## config.mk

```make
export PLATFORM = sky130hd
export DESIGN_NAME = cfd_out_buf
export DESIGN_NICKNAME = d
export VERILOG_FILES = /design/src/rtl/core/cfd_pkg.sv /design/src/rtl/core/cfd_out_buf.sv
export SDC_FILE = /design/constraint.sdc
export NUM_CORES = 1
export LEC_CHECK = 0
export ABC_AREA = 1
export BUFFER_PORTS_ARGS = -buffer_cell sky130_fd_sc_hd__buf_2
export CAP_MARGIN = 0
export CORE_AREA = 2 2 124 96
export DETAILED_ROUTE_END_ITERATION = 12
export DIE_AREA = 0 0 126 98
export HOLD_SLACK_MARGIN = 0.12
export PLACE_DENSITY = 0.87
export SYNTH_ARGS = -nofsm -noshare
export SYNTH_HDL_FRONTEND = slang
export SYNTH_SLANG_ARGS = --single-unit
```

## constraint.sdc

```tcl
create_clock -name clk -period 4.35 [get_ports clk]
set_input_delay 0.435 -clock clk [delete_from_list [all_inputs] [get_ports clk]]
set_output_delay 0.435 -clock clk [all_outputs]
set_load 0.05 [all_outputs]
```

## src/rtl/core/cfd_pkg.sv

```systemverilog
package cfd_pkg;

  // Header geometry
  localparam int unsigned HDR_LEN = 12;
  localparam int unsigned HDR_CNT_W = 4;

  // Result kinds
  localparam logic [1:0] KIND_HEADER  = 2'd0;
  localparam logic [1:0] KIND_PAYLOAD = 2'd1;
  localparam logic [1:0] KIND_ERROR   = 2'd2;

  // Error codes
  localparam logic [1:0] ERR_MAGIC   = 2'd0;
  localparam logic [1:0] ERR_VERSION = 2'd1;
  localparam logic [1:0] ERR_LENGTH  = 2'd2;
  localparam logic [1:0] ERR_FLAGS   = 2'd3;

  // Configuration register indexes
  localparam int unsigned CFG_IDX_W = 2;
  localparam logic [CFG_IDX_W-1:0] REG_MAGIC   = 2'd0;
  localparam logic [CFG_IDX_W-1:0] REG_VERSION = 2'd1;
  localparam logic [CFG_IDX_W-1:0] REG_MAX_LEN = 2'd2;
  localparam int unsigned CFG_DATA_W = 16;

  typedef struct packed {
    logic [15:0] frame_magic;
    logic [7:0]  frame_version;
    logic [15:0] max_payload;
  } cfg_regs_t;

  typedef struct packed {
    logic [1:0]  kind;
    logic [7:0]  msg_type;
    logic [31:0] seq;
    logic [15:0] payload_len;
    logic [7:0]  data_byte;
    logic        last;
    logic [1:0]  error_code;
    logic        fatal;
  } result_t;

endpackage

```

## src/rtl/core/cfd_out_buf.sv

```systemverilog
module cfd_out_buf
  import cfd_pkg::*;
(
  input  logic    clk,
  input  logic    rst,
  input  logic    push,
  input  result_t push_data,
  output logic    full,
  output logic    pop_valid,
  input  logic    pop,
  output result_t pop_data
);

  result_t     mem [2];
  logic        wr_ptr;
  logic        rd_ptr;
  logic [1:0]  count;

  assign full      = (count == 2'd2);
  assign pop_valid = (count != 2'd0);
  assign pop_data  = mem[rd_ptr];

  // Hold results until the downstream side takes them
  always_ff @(posedge clk) begin
    if (rst) begin
      wr_ptr <= 1'b0;
      rd_ptr <= 1'b0;
      count  <= 2'd0;
    end else begin
      if (push) wr_ptr <= ~wr_ptr;
      if (pop)  rd_ptr <= ~rd_ptr;
      count <= count + {1'b0, push} - {1'b0, pop};
    end
  end

  always_ff @(posedge clk) begin
    if (push) mem[wr_ptr] <= push_data;
  end

  a_no_overflow: assert property (@(posedge clk) disable iff (rst)
    !(push && full && !pop))
    else $error("result pushed into full buffer");

  a_no_underflow: assert property (@(posedge clk) disable iff (rst)
    pop |-> count != 2'd0)
    else $error("result popped from empty buffer");

endmodule

```

==> metrics.log, run 1 <==
INFO  metric cts_resized = 0
INFO  metric max_freq = 0.364 GHz
INFO  metric p_per_area = 515 nW/um^2
INFO  metric fin_hold_ws = 215 ps
INFO  metric largest_cells_by_area_after_synthesis = edfxtp_1, mux2_4, buf_12
INFO  metric max-cap-violations = 0
INFO  metric route.detailed.drc = 0
INFO  metric critical-path-top-delay-family = flip-flops
INFO  metric final_report_hold_violation_count = 0
INFO  metric worst_path_largest_cell_delay = 930 ps
INFO  metric first_pass_iters = 4
INFO  metric syn_area = 5630 um^2
INFO  metric timing.critical_path.fanout_max = 48
INFO  metric rsz0062_at_grt = no
INFO  metric transition_time_at_the_pin_with_the_least_slew_margin = 926 ps
INFO  metric reg2regPathDepth = 3
INFO  metric tritoncts = yes
INFO  metric post-dp-hpwl = 5.96 mm
INFO  metric synth_seq_area_share = 76.4%
INFO  metric postRouteWirelength = 9.17 mm
INFO  metric fp.coreArea = 11200 um^2
INFO  metric cts.reportedPaths.clkPinSlew = 60 ps
INFO  metric crit_path_cell_trace = buf_4, mux2_4, buf_2
INFO  metric die_height = 98 um
INFO  metric post_drt_wl_per_cell = 16.2 um
INFO  metric slew_violations = 0
INFO  metric gp_congestion = 0.691
INFO  metric cp_slowest_cell = dfxtp_4
INFO  metric clock_latency_on_the_worst_skew_pair = 400 ps
INFO  metric cts-root-buf = clkbuf_16
INFO  metric std_cell_rows = 34
INFO  metric fp.dieW = 126 um
INFO  metric nets = 485
INFO  metric synth_enable_flop_cells = 140
INFO  metric grt_antenna_before_repair = 0
INFO  metric post-synth-top-area-fraction = 74.7%
INFO  metric ys_seq_elements = 145
INFO  metric antenna_violating_nets_post_route = 0
INFO  metric syn-num-nets = 325
INFO  metric cts.repair_timing.setup_buffer_count = 0
INFO  metric fin_tns_setup = 0 ps
INFO  metric ios = 146
INFO  metric syn2layout_area_growth = 24.2%
INFO  metric irDropWorstVdd = 0.000275 V
INFO  metric worst_clock_skew_on_the_final_layout = 4.81 ps
INFO  metric final_layout_size_suffix_gt1_share = 59.2%
INFO  metric crit-reg2reg-capture = mem[1][34]
INFO  metric endpoint_class_of_the_critical_path = output port
INFO  metric start_util = 50.1%
INFO  metric detailroute.via_count = 2761
INFO  metric antennaDiodeCount = 0
INFO  metric crit_required = 3910 ps
INFO  metric grt_overflow = 0
INFO  metric grt_start_max_net_pins = 71
INFO  metric hold_end = mem[1][68]
INFO  metric yosys_warnings = 0
INFO  metric numCtsBuffers = 17
INFO  metric min_delay_path_depth = 1
INFO  metric synthDominantAreaCellType = edfxtp_1
INFO  metric critical_path_arrival = 2320 ps
INFO  metric cp-start-kind = register
INFO  metric htree_num_levels = 4
INFO  metric power = 3600 uW
INFO  metric worst_hold_path_type = primary input to register
INFO  metric global_route_wire_length_before_repair = 13.9 mm
INFO  metric asyncSetResetFlopFracSynth = 0%
INFO  metric cts_stage_hold_buffer_count = 0
INFO  metric ctsLongestPathBuffers = 2
INFO  metric syn_inst = 249
INFO  metric hold_path.startpoint = push_data[68]
INFO  metric reg2reg_from = wr_ptr
INFO  metric yosysUniqueCellTypes = 13
INFO  metric ff2ff_setup_slack = 2310 ps
INFO  metric setup_violations = 0
INFO  metric slew-limit-headroom = 38.3%
INFO  metric critical_path_buf_inv_count = 2
INFO  metric drt_iter0_drcs = 140
INFO  metric design.die.area = 12300 um^2
INFO  metric fillers = 816
INFO  metric via_count_of_the_first_global_routing_pass = 2842
INFO  metric numPortBuffers = 145
INFO  metric via_cell_ratio = 4.88
INFO  metric synth.most_common_cell = edfxtp_1
INFO  metric finalWorstPathRequiredPeriod = 2750 ps
INFO  metric tritoncts_num_sinks = 145
INFO  metric leakagePower = 0.00283 uW
INFO  metric outcome = finished clean
INFO  metric synth_top_flop_cell = edfxtp_1
INFO  metric synth_top_cells_by_count = edfxtp_1, mux2_4, inv_1
INFO  metric worstSetupPathType = register to output port
INFO  metric total_routing_usage_reported_by_global_routing = 15.0%
INFO  metric fin_crit_sh = 63.2%
INFO  metric post_synth.cell_area_avg = 22.6 um^2
==> metal layers <==
metal | GRT usage (%) | part of all wire (%) | vias up
met5 | 0 | 0 | -
met4 | 5.33 | 0.96 | 0
met3 | 6.30 | 6.8 | 9
met2 | 24.3 | 48 | 101
met1 | 18.3 | 44 | 1368
li1 | - | - | 1283
==> worst register-to-register path, delay by kind of cell (launching register included) <==
kind                   cells  cell delay (ps)
buffers and inverters      2             1200
flip-flops                 1              390
AND/OR/NAND/NOR            1               80
==> how the worst max path moves through the flow <==
| stage | start | cells past startpoint | slack [ps] | to |
|---|---|---|---|---|
| after floorplan | push | 2 | 440 | mem[0][0] |
| after global placement | register | 3 | 2020 | pop_data[6] |
| after detailed placement | register | 3 | 1980 | pop_data[42] |
| after CTS | register | 3 | 1540 | pop_data[42] |
| after global routing | register | 3 | 1460 | pop_data[42] |
| final | register | 3 | 1600 | pop_data[11] |
==> cell type report <==
type | instances | area, um^2 | area share, %
clock inverters | 12 | 133 | 1.90
repair buffers | 149 | 756 | 10.8
flip-flops and latches | 145 | 4310 | 61.6
inverters | 8 | 30.0 | 0.429
well taps | 144 | 180 | 2.58
multi-input cells | 88 | 1150 | 16.5
clock buffers | 20 | 437 | 6.24
==> through the flow <==
stage	std cells	setup slack, ps	cell area (um^2)	utilization [%]
after floorplan	249	440	5630	-
after global placement	534	2020	6430	57.2
after global routing	566	1460	7000	62.3
after detailed placement	534	1980	6430	57.2
after CTS	566	1540	7000	62.3
final	566	1600	7000	62.3
==> cell usage in the layout (no fill, tap or decap), types with 2 or more instances in the layout <==
cell type and count:
edfxtp_1 140, ha_1 2, clkbuf_1 3, nor2_1 6
clkinv_2 2, nand2_1 5, bufinv_16 2, mux2_4 70
buf_4 4, dfxtp_1 4, clkinvlp_4 2, buf_2 145
inv_6 3, clkbuf_16 17, inv_1 7, clkinv_4 2
==> logic make-up (layout without fill, tap and decap cells) <==
family | Yosys count | after routing | share of synthesized area, %
adders and majority gates | 2 | 2 | 0.444
xor gates and xnor gates | 1 | 1 | 0.156
and+or+nand+nor | 14 | 14 | 0.978
AOI/OAI and AO/OA | 1 | 1 | 0.0888
muxes | 70 | 70 | 18.7
DFF | 145 | 145 | 76.4
buffers and inverters | 16 | 189 | 3.22
==> report_power, final <==
| part | internal (uW) | switching [uW] |
|---|---|---|
| sequential | 1620 | 42.9 |
| combinational | 191 | 372 |
| clock | 846 | 532 |
| total | 2660 | 947 |
==> sequential cells by signal, summed over array words and instances, names as in the netlist, named ones only <==
name / flops
count: 2
wr_ptr: 1
rd_ptr: 1
mem: 140
(Power assumes the default switching activity.)
==> run 2, diff against run 1 <==
--- a/config.mk
+++ b/config.mk
@@ -8,11 +8,11 @@
 export ABC_AREA = 1
 export BUFFER_PORTS_ARGS = -buffer_cell sky130_fd_sc_hd__buf_2
 export CAP_MARGIN = 0
-export CORE_AREA = 2 2 124 96
+export CORE_AREA = 2 2 130 100
 export DETAILED_ROUTE_END_ITERATION = 12
-export DIE_AREA = 0 0 126 98
+export DIE_AREA = 0 0 132 102
 export HOLD_SLACK_MARGIN = 0.12
-export PLACE_DENSITY = 0.87
+export PLACE_DENSITY = 0.84
 export SYNTH_ARGS = -nofsm -noshare
 export SYNTH_HDL_FRONTEND = slang
 export SYNTH_SLANG_ARGS = --single-unit
==> constraint.sdc (replaced) <==
create_clock -name clk -period 2.24 [get_ports clk]
set_input_delay 0.224 -clock clk [delete_from_list [all_inputs] [get_ports clk]]
set_output_delay 0.224 -clock clk [all_outputs]
set_load 0.05 [all_outputs]
==> metrics.log, run 2 (synthesis results as in run 1) <==
INFO  metric outcome = finished clean
INFO  metric max_flop_register = mem
INFO  metric nets = 559 (+15%)
INFO  metric worst_slack_at_placement = 582 ps (-1400 ps)
INFO  metric dpl_cell_area = 6500 um^2 (+1.1%)
INFO  metric slew_violations = 0 (unchanged)
INFO  metric post_drt_wl_per_cell = 16.8 um (+3.7%)
INFO  metric most-common-layout-cells = buf_2, edfxtp_1, dlygate4sd3_1, mux2_4, clkbuf_16
INFO  metric design.die.area = 13500 um^2 (+9.0%)
INFO  metric power = 7320 uW (+100%)
INFO  metric cts_resized = 0 (unchanged)
INFO  metric cts-root-buf = clkbuf_16
INFO  metric cts.reportedPaths.clkPinSlew = 60 ps (about the same)
INFO  metric setup_violations = 0 (unchanged)
INFO  metric grt_antenna_before_repair = 0 (unchanged)
INFO  metric antennaDiodeCount = 0 (unchanged)
INFO  metric final_report_hold_violation_count = 0 (unchanged)
INFO  metric fp.coreArea = 12100 um^2 (+8.0%)
INFO  metric tritoncts = yes
INFO  metric clk_network_pwr_share = 39.2% (+0.9 points)
INFO  metric endpoint_class_of_the_critical_path = output port
INFO  metric irDropWorstVdd = 0.000650 V (+140%)
INFO  metric syn2layout_area_growth = 39.2%
INFO  metric transition_time_at_the_pin_with_the_least_slew_margin = 554 ps (-372 ps)
INFO  metric crit_path_cell_trace = buf_12, mux2_4, buf_2
INFO  metric crit_required = 2020 ps (-1890 ps)
INFO  metric postRouteWirelength = 11.1 mm (+21%)
INFO  metric final_layout_size_suffix_gt1_share = 51.0% (-8.2 points)
INFO  metric ios = 146 (unchanged)
INFO  metric worst_path_largest_cell_delay = 580 ps (-350 ps)
INFO  metric critical_path_buf_inv_count = 2 (unchanged)
INFO  metric p_per_area = 934 nW/um^2 (+81%)
INFO  metric setup_ws = 156 ps (-1440 ps)
INFO  metric power.share.sequential = 43.7% (-2.4 points)
INFO  metric grt_overflow = 0 (unchanged)
INFO  metric std_cell_rows = 35 (+2.9%)
INFO  metric slew-limit-headroom = 63.1% (+25 points)
INFO  metric layout_commonest_cell = buf_2
INFO  metric leakagePower = 0.00317 uW (+12%)
INFO  metric numPortBuffers = 145 (unchanged)
INFO  metric worstSetupPathType = register to output port
INFO  metric tritoncts_num_sinks = 145 (unchanged)
INFO  metric total_routing_usage_reported_by_global_routing = 16.9% (+1.8 points)
INFO  metric via_count_of_the_first_global_routing_pass = 3388 (+19%)
INFO  metric cp_slowest_cell = dfxtp_4
INFO  metric numCtsBuffers = 17 (unchanged)
INFO  metric combPwrFrac = 17.1% (+1.5 points)
INFO  metric grt_start_max_net_pins = 71 (unchanged)
INFO  metric worst_hold_path_type = primary input to register
INFO  metric gp_congestion = 0.713 (+3.2%)
INFO  metric critical-path-top-delay-family = flip-flops
INFO  metric antenna_violating_nets_post_route = 0 (unchanged)
INFO  metric htree_num_levels = 4 (unchanged)
INFO  metric post-dp-hpwl = 6.45 mm (+8.2%)
INFO  metric first_pass_iters = 4 (unchanged)
INFO  metric area_of_all_placed_cells_without_fillers = 7840 um^2 (+12%)
INFO  metric power_switching = 1940 uW (+110%)
INFO  metric start_util = 46.4% (-3.7 points)
INFO  metric fin_crit_sh = 93.0%
INFO  metric route.detailed.drc = 0 (unchanged)
INFO  metric fin_hold_ws = 206 ps (-8.65 ps)
INFO  metric switching_share = 26.5% (+0.26 points)
INFO  metric worst_clock_skew_on_the_final_layout = 7.04 ps (+2.23 ps)
INFO  metric max_freq = 0.480 GHz
INFO  metric drt_iter0_drcs = 177 (+26%)
INFO  metric via_cell_ratio = 4.67 (-4.3%)
INFO  metric detailroute.via_count = 3089 (+12%)
INFO  metric number_of_flip_flops_under_the_largest_register_name = 140 (unchanged)
INFO  metric global_route_wire_length_before_repair = 17.2 mm (+24%)
INFO  metric cellInternalPower = 5380 uW (+100%)
INFO  metric rsz0062_at_grt = no
INFO  metric timing.critical_path.fanout_max = 30 (-38%)
INFO  metric die_height = 102 um (+4.1%)
INFO  metric top_flop_regs = mem: 140 flops, count: 2 flops
INFO  metric cp-start-kind = register
INFO  metric fp.dieW = 132 um (+4.8%)
INFO  metric ctsLongestPathBuffers = 2 (unchanged)
INFO  metric critical_path_arrival = 1860 ps (-460 ps)
INFO  metric finalWorstPathRequiredPeriod = 2080 ps
INFO  metric clock_latency_on_the_worst_skew_pair = 400 ps (about the same)
INFO  metric max-cap-violations = 0 (unchanged)
INFO  metric fin_tns_setup = 0 ps (unchanged)
-- run 2: final timing paths --
kind | start | endpoint | slack [ps] | cells after the start
setup reg to reg | count[0] | count[1] | 890 | 8
hold reg to reg | wr_ptr | wr_ptr | 550 | 2
setup / recovery | register | pop_data[52] | 160 | 3
hold / removal | pop | register | 210 | 3
-- run 2: power by group through the flow --
stage / logic, uW / clock network, uW / registers [uW]
floorplan: 945 / 0 / 3230
global placement: 1120 / 0 / 3250
detailed placement: 1150 / 0 / 3260
CTS: 1250 / 2920 / 3200
global route: 1310 / 3020 / 3210
finish: 1250 / 2870 / 3200
-- run 2: worst min-delay path, stage by stage --
cell and delay (ps):
buf_2 100, xnor2_1 140, nor2_1 90
-- run 2: metrics by stage --
| stage | instances | util (%) |
|---|---|---|
| 2_1_floorplan | 249 | - |
| 3_3_place_gp | 557 | 53.6 |
| 3_5_place_dp | 557 | 53.6 |
| 4_1_cts | 662 | 64.6 |
| 5_1_grt | 662 | 64.6 |
| 6_report | 662 | 64.6 |
-- run 2: timing repair --
item | CTS | global route
setup endpoints to repair | 0 | 0
hold buffers | 73 | 0
setup buffers | 0 | 0
hold endpoints to repair | 144 | 0
-- run 2: area by class of cell --
type | count | area, um^2
flip-flops and latches | 145 | 4310
fillers | 822 | 4290
repair buffers | 223 | 1530
multi-input cells | 88 | 1150
clock buffers | 18 | 429
well taps | 166 | 208
clock inverters | 14 | 178
inverters | 8 | 30.0
-- run 2: routing by layer --
metal	GRT usage [%]	wire, um
met5	0	0
met4	4.77	75
met3	5.51	696
met2	30.5	5730
met1	19.6	4620
