### config.mk
export PLATFORM = sky130hd
export DESIGN_NAME = cfd_parser
export DESIGN_NICKNAME = d
export VERILOG_FILES = /design/src/rtl/core/cfd_pkg.sv /design/src/rtl/core/cfd_parser.sv
export SDC_FILE = /design/constraint.sdc
export NUM_CORES = 1
export LEC_CHECK = 0
export BUFFER_PORTS_ARGS = -buffer_cell sky130_fd_sc_hd__buf_4
export CAP_MARGIN = 20
export CORE_MARGIN = 5
export CORE_UTILIZATION = 54
export CTS_CLUSTER_DIAMETER = 200
export DETAILED_ROUTE_END_ITERATION = 16
export PLACE_DENSITY = 0.8
export REMOVE_ABC_BUFFERS = 1
export SETUP_SLACK_MARGIN = 0.05
export SYNTH_ARGS = -nofsm -noshare
export SYNTH_HDL_FRONTEND = slang
export SYNTH_SLANG_ARGS = --single-unit
### constraint.sdc
create_clock -name clk -period 3 [get_ports clk]
set_input_delay 0.6 -clock clk [delete_from_list [all_inputs] [get_ports clk]]
set_output_delay 0.6 -clock clk [all_outputs]
set_load 0.05 [all_outputs]
### src/rtl/core/cfd_pkg.sv
package cfd_pkg;

  // Header geometry
  localparam int unsigned HDR_LEN = 12;
  localparam int unsigned HDR_CNT_W = 4;

  // Result kinds
  localparam logic [1:0] KIND_HEADER  = 2'd0;
  localparam logic [1:0] KIND_PAYLOAD = 2'd1;
  localparam logic [1:0] KIND_ERROR   = 2'd2;

  // Error codes
  localparam logic [1:0] ERR_MAGIC   = 2'd0;
  localparam logic [1:0] ERR_VERSION = 2'd1;
  localparam logic [1:0] ERR_LENGTH  = 2'd2;
  localparam logic [1:0] ERR_FLAGS   = 2'd3;

  // Configuration register indexes
  localparam int unsigned CFG_IDX_W = 2;
  localparam logic [CFG_IDX_W-1:0] REG_MAGIC   = 2'd0;
  localparam logic [CFG_IDX_W-1:0] REG_VERSION = 2'd1;
  localparam logic [CFG_IDX_W-1:0] REG_MAX_LEN = 2'd2;
  localparam int unsigned CFG_DATA_W = 16;

  typedef struct packed {
    logic [15:0] frame_magic;
    logic [7:0]  frame_version;
    logic [15:0] max_payload;
  } cfg_regs_t;

  typedef struct packed {
    logic [1:0]  kind;
    logic [7:0]  msg_type;
    logic [31:0] seq;
    logic [15:0] payload_len;
    logic [7:0]  data_byte;
    logic        last;
    logic [1:0]  error_code;
    logic        fatal;
  } result_t;

endpackage

### src/rtl/core/cfd_parser.sv
module cfd_parser
  import cfd_pkg::*;
(
  input  logic       clk,
  input  logic       rst,
  input  logic       acc,
  input  logic       restart,
  input  logic [7:0] rx_byte,
  input  cfg_regs_t  cfg,
  output logic       res_valid,
  output result_t    res
);

  localparam logic [1:0] MODE_COLLECT = 2'd0;
  localparam logic [1:0] MODE_PASS    = 2'd1;
  localparam logic [1:0] MODE_SKIP    = 2'd2;
  localparam logic [1:0] MODE_DEAD    = 2'd3;
  localparam logic [HDR_CNT_W-1:0] HDR_LAST = HDR_CNT_W'(HDR_LEN - 1);

  logic [7:0]           header_store [HDR_LEN];
  logic [HDR_CNT_W-1:0] header_count, header_count_next;
  logic [1:0]           parse_mode, parse_mode_next;
  logic [15:0]          bytes_left, bytes_left_next;

  logic [15:0] left_dec;
  logic [15:0] hdr_magic;
  logic [15:0] hdr_len;
  logic [15:0] hdr_flags;

  // Header fields; the final flags byte is the one arriving now
  assign hdr_magic = {header_store[1], header_store[0]};
  assign hdr_len   = {header_store[9], header_store[8]};
  assign hdr_flags = {rx_byte, header_store[10]};
  assign left_dec  = bytes_left - 16'd1;

  // Step the parser for one request
  always_comb begin
    header_count_next = header_count;
    parse_mode_next   = parse_mode;
    bytes_left_next   = bytes_left;
    res_valid         = 1'b0;
    res.kind          = KIND_HEADER;
    res.msg_type      = header_store[3];
    res.seq           = {header_store[7], header_store[6], header_store[5], header_store[4]};
    res.payload_len   = hdr_len;
    res.data_byte     = 8'd0;
    res.last          = 1'b0;
    res.error_code    = ERR_MAGIC;
    res.fatal         = 1'b0;
    if (restart) begin
      header_count_next = '0;
      parse_mode_next   = MODE_COLLECT;
      bytes_left_next   = 16'd0;
    end else begin
      unique case (parse_mode)
        MODE_PASS: begin
          bytes_left_next = left_dec;
          res_valid       = 1'b1;
          res.kind        = KIND_PAYLOAD;
          res.data_byte   = rx_byte;
          res.last        = (left_dec == 16'd0);
          if (left_dec == 16'd0) parse_mode_next = MODE_COLLECT;
        end
        MODE_SKIP: begin
          bytes_left_next = left_dec;
          if (left_dec == 16'd0) parse_mode_next = MODE_COLLECT;
        end
        MODE_DEAD: begin
        end
        MODE_COLLECT: begin
          if (header_count != HDR_LAST) begin
            header_count_next = header_count + HDR_CNT_W'(1);
          end else begin
            header_count_next = '0;
            res_valid         = 1'b1;
            priority if (hdr_magic != cfg.frame_magic) begin
              parse_mode_next = MODE_DEAD;
              res.kind        = KIND_ERROR;
              res.error_code  = ERR_MAGIC;
              res.fatal       = 1'b1;
            end else if (header_store[2] != cfg.frame_version) begin
              bytes_left_next = hdr_len;
              parse_mode_next = (hdr_len != 16'd0) ? MODE_SKIP : MODE_COLLECT;
              res.kind        = KIND_ERROR;
              res.error_code  = ERR_VERSION;
            end else if (hdr_len > cfg.max_payload) begin
              parse_mode_next = MODE_DEAD;
              res.kind        = KIND_ERROR;
              res.error_code  = ERR_LENGTH;
              res.fatal       = 1'b1;
            end else if (hdr_flags != 16'd0) begin
              bytes_left_next = hdr_len;
              parse_mode_next = (hdr_len != 16'd0) ? MODE_SKIP : MODE_COLLECT;
              res.kind        = KIND_ERROR;
              res.error_code  = ERR_FLAGS;
            end else begin
              bytes_left_next = hdr_len;
              parse_mode_next = (hdr_len != 16'd0) ? MODE_PASS : MODE_COLLECT;
              res.kind        = KIND_HEADER;
              res.last        = (hdr_len == 16'd0);
            end
          end
        end
      endcase
    end
  end

  // Advance control state on each accepted request
  always_ff @(posedge clk) begin
    if (rst) begin
      header_count <= '0;
      parse_mode   <= MODE_COLLECT;
      bytes_left   <= 16'd0;
    end else if (acc) begin
      header_count <= header_count_next;
      parse_mode   <= parse_mode_next;
      bytes_left   <= bytes_left_next;
    end
  end

  // Capture header bytes while collecting
  always_ff @(posedge clk) begin
    if (acc && !restart && parse_mode == MODE_COLLECT) begin
      header_store[header_count] <= rx_byte;
    end
  end

  a_count_range: assert property (@(posedge clk) disable iff (rst)
    header_count <= HDR_LAST)
    else $error("header count out of range");

  a_left_nonzero: assert property (@(posedge clk) disable iff (rst)
    (parse_mode == MODE_PASS || parse_mode == MODE_SKIP) |-> bytes_left != 16'd0)
    else $error("payload mode with no bytes left");

  a_dead_sticky: assert property (@(posedge clk) disable iff (rst)
    (acc && !restart && parse_mode == MODE_DEAD) |=> parse_mode == MODE_DEAD)
    else $error("dead parser left without restart");

endmodule

==> reports/metrics.cfg, run 1 <==
[worst_setup_path]
path_delay_family = simple AND/OR/NAND/NOR gates
crit_chain = or4_4 > buf_6 > nor3b_2 > a31oi_1 > o32a_1 > nor3_2 > buf_4 > a32oi_2 > nor2_2 > buf_6
crit_path_max_incr_delay_ns = 0.59
cpMostUsedCell = buf_6
critPathLaunchType = flop
required_ns = 2.40
end_kind = output port
crit_fanout = 5
critical_path.slowest_cell = or4_4
critPathKind = reg2out
worst-path-buf-inv = 3
arrival_ns = 2.75

[grt]
antenna_found_initial = 0
use_met2_pct = 45.4
grt_max_degree = 28
met1_usage_pct = 34.1
grt.overflow.total = 0
busiest_layer = met2
grt_use_total_pct = 27.0
grt_first_pass_wirelength_um = 24100
use_met3_pct = 7.82
grt_pass1_vias = 4589

[placed_design]
hpwl_um = 10600
pre_cts_slack_ns = -0.294
place.gp.congestion = 0.940
port_buffers = 122

[min_path]
hold_path_class = reg2reg

[clock_network]
clock_latency_ns = 0.37
clk_path_buf_depth = 2
clock-root-buffer = clkbuf_8
path_clk_slew_ns = 0.11
clock_sinks = 110
cts_tree = yes
cts_inserted_buffers = 9
htree_num_levels = 3

[power_and_ir_drop]
leakage_nw = 2.98
ir_worst_vdd_uv = 361
power_mw = 3.14
cellPowerDensity_nw_per_um2 = 429

[yosys]
syn_area_per_cell_um2 = 11.7
synth-seq-cells = 110
postSynthCellCount = 444
synth-async-reset-ratio_pct = 0
ys_seq_area_share_pct = 59.1
synth_edf_count = 88
synth.distinct_cells = 55
yosys_warnings = 0
synthFlopType = edfxtp_1
syn-cell-area_um2 = 5210

[job]
maxCapViolCount = 0

[cells_and_area]
ff_latch_area_um2 = 3090
multi_input_area_um2 = 2220
drive_above_1_share_pct = 40.2
synthToLayoutAreaGrowth_pct = 40.4
nNetsFinal = 713
fill_cells = 544
layout_commonest_cell = buf_4
antenna_cells = 0
layout_common_cells = 189 x buf_4, 88 x edfxtp_1, 29 x nor2_1

[sta]
max_freq_mhz = 298
finClkSkew_ns = 0.0128
finalSetupViolCount = 5
fin_crit_ns = 3.35
slew_headroom_pct = 49.7
grt_setup_unrepaired = true
fin_ws_ns = -0.351
hold_violations = 0
drv_slew = 0
tightestPinTransition_ns = 0.751
timing.hold.ws_ns = 0.499
finalCritPeriodShare_pct = 112

[route]
vias = 4547
route.detailed.drc = 0
drt-pass1-iter-count = 5
wl_per_cell_um = 20.4
ant_nets = 0
via_per_inst = 5.90
finalWirelength_um = 15700
drt_iter0_markers = 390

[status]
violations = negative setup slack
status = finished, violations left

[floorplan]
fp-row-count = 35
die_area_um2 = 11700
core_area_um2 = 9330
die_y_um = 108
start_util_pct = 55.9
dieWidth_um = 108
io_pins = 123

## metal layers
layer,routed length (um),vias up,share of wire (%)
met5,0,-,0
met4,482,0,3.1
met3,1430,50,9.1
met2,7800,273,50
met1,6000,2205,38
li1,-,2019,-
## sequential cells by signal, summed over array words and instances, names as in the netlist
name          count
bytes_left       16
parse_mode        2
header_count      4
header_store     88
## cells in the mapped netlist (2+ instances only)
| cell type | count | area [um2] |
|---|---|---|
| a32oi_1 | 2 | 17.5 |
| a21oi_1 | 33 | 165 |
| nand2_1 | 25 | 93.8 |
| nor3b_1 | 2 | 15.0 |
| clkbuf_1 | 11 | 41.3 |
| inv_1 | 23 | 86.3 |
| ha_1 | 24 | 300 |
| a211oi_1 | 4 | 30.0 |
| o21ai_1 | 2 | 10.0 |
| nand4_1 | 6 | 37.5 |
| xnor2_1 | 3 | 26.3 |
| and2_1 | 8 | 50.1 |
| dfxtp_1 | 22 | 440 |
| edfxtp_1 | 88 | 2640 |
| nor3_1 | 14 | 70.1 |
| o21a_1 | 2 | 15.0 |
| a31oi_1 | 2 | 12.5 |
| a21o_1 | 4 | 30.0 |
| or3b_1 | 2 | 17.5 |
| nand2b_1 | 11 | 68.8 |
| or4_1 | 3 | 22.5 |
| a221oi_1 | 4 | 35.0 |
| nand3b_1 | 2 | 15.0 |
| nor4_1 | 16 | 100 |
| nor2_1 | 31 | 116 |
| o31ai_1 | 3 | 22.5 |
| nand3_1 | 4 | 20.0 |
| buf_2 | 4 | 20.0 |
| o21ai_0 | 13 | 65.1 |
| nor2b_1 | 9 | 56.3 |
| xor2_1 | 29 | 254 |
| or2_2 | 2 | 12.5 |
| or3_1 | 11 | 68.8 |
| mux2i_1 | 2 | 20.0 |
| o32ai_1 | 3 | 26.3 |
## what timing repair did
item | 4_1_cts | 5_1_grt
buffers inserted | 14 | 8
gates resized for setup | 43 | 17
hold buffers | 0 | 0
pin swaps | 21 | 15
setup endpoints to repair | 5 | 5
## report_power, final
part / switching (mW) / internal (mW)
logic: 0.258 / 0.238
registers: 0.0189 / 1.66
clock network: 0.551 / 0.414
## stage by stage
stage | instances | cell area (um2) | setup TNS, ns | utilization [%]
final | 771 | 7320 | -1.15 | 78.5
after CTS | 764 | 7190 | -0.740 | 77.1
after global placement | 735 | 6660 | -0.956 | 71.3
after floorplan | 427 | 5140 | -2.46 | -
after detailed placement | 735 | 6660 | -1.67 | 71.3
after global routing | 771 | 7320 | -1.55 | 78.5
## worst register-to-register path: stages (launching register included)
cell and delay (ns):
edfxtp_1 0.44, ha_1 0.35, nand4_1 0.10, or4_4 0.59
and3_4 0.18, buf_4 0.13, a31o_1 0.23, buf_12 0.16
or2_0 0.24, o32ai_1 0.28
## logic make-up after synthesis
kind of cell | count (synthesis) | synth area share, %
adder cells (fa/ha/maj) | 24 | 5.76
XOR/XNOR | 32 | 5.38
buffers and inverters | 40 | 3.12
AO/OA/AOI/OAI | 80 | 9.65
flip-flops | 110 | 59.1
multiplexers | 2 | 0.384
AND/OR/NAND/NOR | 156 | 16.6
## path summary, 6_finish.rpt
kind                           startpoint                         end  slack (ns)  cells past startpoint
max reg2reg  header_store[8][3]$_DFFE_PP_  bytes_left[4]$_SDFFE_PP0P_        0.20                      9
min reg2reg    parse_mode[1]$_SDFFE_PP0P_  parse_mode[1]$_SDFFE_PP0P_        0.50                      2
min            parse_mode[1]$_SDFFE_PP0P_  parse_mode[1]$_SDFFE_PP0P_        0.50                      2
max            bytes_left[2]$_SDFFE_PP0P_                      res[3]       -0.35                     10
## final cells by class
type / instances / area share [%]
Sequential cell: 110 / 42.2
Multi-Input combinational cell: 294 / 30.3
Timing Repair Buffer: 199 / 21.1
Tap cell: 129 / 2.20
Clock buffer: 9 / 1.69
Clock inverter: 7 / 1.32
Inverter: 23 / 1.18
(Power assumes the default switching activity.)
==> run 2, diff against run 1 <==
--- a/config.mk
+++ b/config.mk
@@ -7,6 +7,7 @@
 export LEC_CHECK = 0
 export BUFFER_PORTS_ARGS = -buffer_cell sky130_fd_sc_hd__buf_4
 export CAP_MARGIN = 20
+export CORE_ASPECT_RATIO = 1.1
 export CORE_MARGIN = 5
 export CORE_UTILIZATION = 54
 export CTS_CLUSTER_DIAMETER = 200
==> run 2 against run 1 <==
Net effect:
- the run still ends with negative setup slack left
- sequential power is essentially flat
- maximum frequency up 1.2%
- worst setup slack gained 0.040 ns
- clock skew is 0.0021 ns lower
- design area about the same
- power fell by 1.7%
- first-iteration DRC count is 13% higher
- sequential share of layout area increased by 0.071 points
==> reports/metrics.cfg, run 2 (synthesized netlist as in run 1, its figures left out) <==
[sta]
fin_ws_ns = -0.311
slew_headroom_pct = 49.4
timing.hold.ws_ns = 0.497
drv_slew = 0
max_freq_mhz = 302
tightestPinTransition_ns = 0.757
setup_tns_ns = -1.09
grt_setup_unrepaired = true
hold_violations = 0
finClkSkew_ns = 0.0106
finalSetupViolCount = 5
finalCritPeriodShare_pct = 110
fin_crit_ns = 3.31

[min_path]
hold_path_class = reg2reg

[floorplan]
die_area_um2 = 11700
start_util_pct = 55.5
io_pins = 123
fp-row-count = 37
core_area_um2 = 9400
dieWidth_um = 104
die_y_um = 113

[worst_setup_path]
crit_path_max_incr_delay_ns = 0.45
critical_path.slowest_cell = edfxtp_1
worst-path-buf-inv = 1
crit_fanout = 3
arrival_ns = 2.71
required_ns = 2.40
critPathLaunchType = flop
crit_chain = ha_4 > a21oi_2 > nand2_2 > a221oi_4 > nand3_2 > a211oi_4 > a32oi_2 > nor2_2 > buf_6
path_delay_family = compound AO/OA/AOI/OAI gates
end_kind = output port
critPathKind = reg2out

[power_and_ir_drop]
leakage_nw = 2.95
ir_worst_vdd_uv = 364
cellPowerDensity_nw_per_um2 = 422
power_mw = 3.09

[route]
route.detailed.drc = 0
via_per_inst = 5.91
wl_per_cell_um = 21.0
vias = 4448
ant_nets = 0
drt_iter0_markers = 441
drt-pass1-iter-count = 5
finalWirelength_um = 15800

[cells_and_area]
largest_register_ffs = 88
nNetsFinal = 708
layout_commonest_cell = buf_4
top_register = header_store
ff_latch_area_um2 = 3100
synthToLayoutAreaGrowth_pct = 40.5
drive_above_1_share_pct = 41.5
reg.largest.list = header_store x88, bytes_left x16, header_count x4
fill_cells = 537
multi_input_area_um2 = 2300
antenna_cells = 0
fin_area_um2 = 7320
layout_common_cells = 186 x buf_4, 88 x edfxtp_1, 29 x nor2_1
finish.utilization_pct = 77.9

[grt]
grt_use_total_pct = 25.9
grt_pass1_vias = 4553
grt_first_pass_wirelength_um = 23900
grt_max_degree = 27
antenna_found_initial = 0
grt.overflow.total = 0

[clock_network]
clk_path_buf_depth = 2
cts_tree = yes
clock_sinks = 110
clock-root-buffer = clkbuf_8
cts_inserted_buffers = 9
path_clk_slew_ns = 0.10
clock_latency_ns = 0.38
htree_num_levels = 3

[status]
status = finished, violations left
violations = negative setup slack

[placed_design]
place.gp.congestion = 0.900
port_buffers = 122
place_area_um2 = 6620
hpwl_um = 10200

[job]
maxCapViolCount = 0

run 2: cell count changes in the layout (fill, tap and decap cells not counted), sizes merged:
cell / before / now
buf: 199 / 194
clkinvlp: 1 / 0
run 2: final timing paths:
path | depth (start not counted) | endpoint | slack [ns] | startpoint
max reg2reg | 9 | bytes_left[2]$_SDFFE_PP0P_ | 0.11 | header_store[9][2]$_DFFE_PP_
min | 2 | parse_mode[1]$_SDFFE_PP0P_ | 0.50 | parse_mode[1]$_SDFFE_PP0P_
min reg2reg | 2 | parse_mode[1]$_SDFFE_PP0P_ | 0.50 | parse_mode[1]$_SDFFE_PP0P_
max | 9 | res[3] | -0.31 | header_store[9][6]$_DFFE_PP_
run 2: through the flow:
| step | std cells | worst slack (ns) |
|---|---|---|
| 2_1_floorplan | 427 | -0.791 |
| 3_3_place_gp | 720 | -0.284 |
| 3_5_place_dp | 720 | -0.342 |
| 4_1_cts | 748 | -0.296 |
| 5_1_grt | 753 | -0.423 |
| 6_report | 753 | -0.311 |
run 2: power by group:
group          switching (mW)  internal, mW  total (mW)
clock                   0.534         0.398       0.932
sequential             0.0184          1.66        1.68
combinational           0.255         0.221       0.476
run 2: what timing repair did:
action	4_1_cts	5_1_grt
hold endpoints to repair	0	0
setup buffers	13	5
gates resized for setup	47	25
pin swaps	21	15
hold buffers	0	0
endpoints found under the setup margin	5	19
run 2: layer usage:
metal | vias to the layer above | wire length [um] | track usage (%)
met5 | - | 0 | 0
met4 | 0 | 618 | 11.7
met3 | 60 | 1340 | 6.56
li1 | 2013 | - | -
met1 | 2117 | 5860 | 31.6
met2 | 258 | 8010 | 43.7
run 2: cell type report:
cell class / instances / share of cell area [%]
clock buffers: 9 / 1.69
clock inverters: 6 / 1.03
inverters: 23 / 1.18
multi-input cells: 294 / 31.4
flip-flops and latches: 110 / 42.3
well taps: 117 / 2.00
repair buffers: 194 / 20.4
run 2: worst reg2reg max path: stages, from the launching register on:
cell	delay, ns
edfxtp_1	0.43
ha_1	0.32
nand4_1	0.16
or4_4	0.61
and3_4	0.19
buf_4	0.13
a31o_1	0.27
buf_12	0.17
or3_1	0.36
a21oi_1	0.18
==> run 3, diff against run 2 <==
--- a/config.mk
+++ b/config.mk
@@ -5,14 +5,14 @@
 export SDC_FILE = /design/constraint.sdc
 export NUM_CORES = 1
 export LEC_CHECK = 0
-export BUFFER_PORTS_ARGS = -buffer_cell sky130_fd_sc_hd__buf_4
 export CAP_MARGIN = 20
 export CORE_ASPECT_RATIO = 1.1
 export CORE_MARGIN = 5
-export CORE_UTILIZATION = 54
+export CORE_UTILIZATION = 63
 export CTS_CLUSTER_DIAMETER = 200
 export DETAILED_ROUTE_END_ITERATION = 16
-export PLACE_DENSITY = 0.8
+export DONT_BUFFER_PORTS = 1
+export PLACE_DENSITY = 0.76
 export REMOVE_ABC_BUFFERS = 1
 export SETUP_SLACK_MARGIN = 0.05
 export SYNTH_ARGS = -nofsm -noshare
==> run 3 against run 2 <==
Net effect:
- the run still ends with negative setup slack left
- critical endpoint is now res[0]
- flip-flop and latch count did not move
- sequential share of layout area rose by 6.3 points
- largest cell class unchanged
- core utilization rose by 1.5 points
- clock power fell by 9.3%
- combinational power fell by 22%
- routed wire length fell by 15%
- critical path depth did not move
- count of clock-buffer cells in the layout rose by 1
- register-to-register slack improved by 0.08 ns
- sequential power barely moved
==> reports/metrics.cfg, run 3 (synthesized netlist as in run 1, its figures left out) <==
[status]
status = finished, violations left
violations = negative setup slack

[cells_and_area]
nNetsFinal = 589
finish.utilization_pct = 79.5
largest_register_ffs = 88
synthToLayoutAreaGrowth_pct = 21.9
layout_commonest_cell = edfxtp_1
reg.largest.list = header_store x88, bytes_left x16, header_count x4
fin_area_um2 = 6350
layout_common_cells = 88 x edfxtp_1, 65 x buf_4, 30 x nor2_1, 30 x a21oi_1, 28 x xor2_1
drive_above_1_share_pct = 25.9
fin_cells = 626
top_register = header_store
antenna_cells = 0

[power_and_ir_drop]
ir_worst_vdd_uv = 392
cellInternalPower_mw = 2.17
power_mw = 2.90
cellPowerDensity_nw_per_um2 = 456
p_switching_mw = 0.729
leakage_nw = 2.34
switching_share_pct = 25.2
comb_power_share_pct = 12.8
p_clk_share_pct = 29.2
seqPwrFrac_pct = 58.1

[placed_design]
place.gp.congestion = 0.872
hpwl_um = 8820
port_buffers = 0
place_area_um2 = 5740
dpl.cell_count = 592

[floorplan]
dieWidth_um = 96.7
io_pins = 123
die_area_um2 = 10200
core_area_um2 = 8000
die_y_um = 105
start_util_pct = 65.2
fp-row-count = 34

[min_path]
hp-start = rst
hold_path_class = in2reg

[route]
wl_per_cell_um = 21.5
ant_nets = 0
route.detailed.drc = 0
drt_iter0_markers = 168
via_per_inst = 6.15
drt-pass1-iter-count = 4
vias = 3848
finalWirelength_um = 13500

[clock_network]
cts_inserted_buffers = 9
clk_path_buf_depth = 2
htree_num_levels = 3
clock_sinks = 110
path_clk_slew_ns = 0.11
cts_tree = yes
clock-root-buffer = clkbuf_8
clock_latency_ns = 0.36
cts_hold_buffers = 0

[worst_setup_path]
crit_path_start = header_store[9][3]$_DFFE_PP_
crit_fanout = 3
arrival_ns = 2.69
critPathLaunchType = flop
critPathKind = reg2out
end_kind = output port
required_ns = 2.40
r2r_start = header_store[9][7]$_DFFE_PP_

[sta]
finalSetupViolCount = 5
drv_slew = 0
finClkSkew_ns = 0.0167
hold_violations = 0
finalCritPeriodShare_pct = 110
fin_ws_ns = -0.292
max_freq_mhz = 304
slew_headroom_pct = 52.4
grt_setup_unrepaired = true
tightestPinTransition_ns = 0.711
fin_crit_ns = 3.29

[grt]
antenna_found_initial = 0
grt_pass1_vias = 3897
grt_use_total_pct = 25.7
grt_first_pass_wirelength_um = 20700
grt_max_degree = 27
grt.overflow.total = 0

[job]
maxCapViolCount = 0

==> run 3: final timing paths <==
check                                                   end  slack [ns]  depth (start not counted)
worst min-delay path            bytes_left[12]$_SDFFE_PP0P_        0.29                          1
worst max-delay path                                 res[0]       -0.29                          9
worst min register to register   parse_mode[1]$_SDFFE_PP0P_        0.49                          2
worst max register to register   bytes_left[5]$_SDFFE_PP0P_        0.19                          9
==> run 3: worst max-delay path, cell delays in order (launching register included) <==
cell,delay (ns)
edfxtp_1,0.45
ha_4,0.32
nand4_1,0.21
buf_4,0.22
a2111o_1,0.37
nand3_2,0.12
buf_6,0.11
a21o_1,0.19
nor2b_4,0.18
buf_6,0.16
==> run 3: repair_timing <==
item / 4_1_cts / 5_1_grt
setup endpoints to repair: 5 / 9
resized for setup: 42 / 12
pin swaps: 16 / 11
buffers inserted: 14 / 4
==> run 3: metal layers <==
metal,vias to the layer above,track usage (%),share of wire (%)
met2,180,44.2,51
met4,0,8.93,3.4
met3,37,8.52,9.4
met1,1857,30.4,36
met5,-,0,0
li1,1774,-,-
==> run 3: final cells by class <==
cell class / count / area (um2)
Timing Repair Buffer: 75 / 618
Inverter: 23 / 88.8
Tap cell: 108 / 135
Clock buffer: 10 / 128
Clock inverter: 6 / 65.1
Sequential cell: 110 / 3090
Multi-Input combinational cell: 294 / 2230
Fill cell: 487 / 1640
==> run 3: power groups by stage <==
stage	sequential [mW]	combinational, mW	clock, mW
CTS	1.68	0.346	0.857
floorplan	1.71	0.202	0
detailed placement	1.71	0.307	0
global placement	1.71	0.298	0
global route	1.68	0.398	0.931
finish	1.68	0.370	0.845
==> run 3: per-stage QoR <==
step,hold WS [ns],TNS [ns],setup slack (ns)
after floorplan,0.451,-2.46,-0.791
after CTS,0.283,-0.869,-0.363
final,0.294,-1.19,-0.292
after global routing,0.274,-1.63,-0.386
after global placement,0.469,-0.503,-0.208
after detailed placement,0.475,-0.687,-0.255
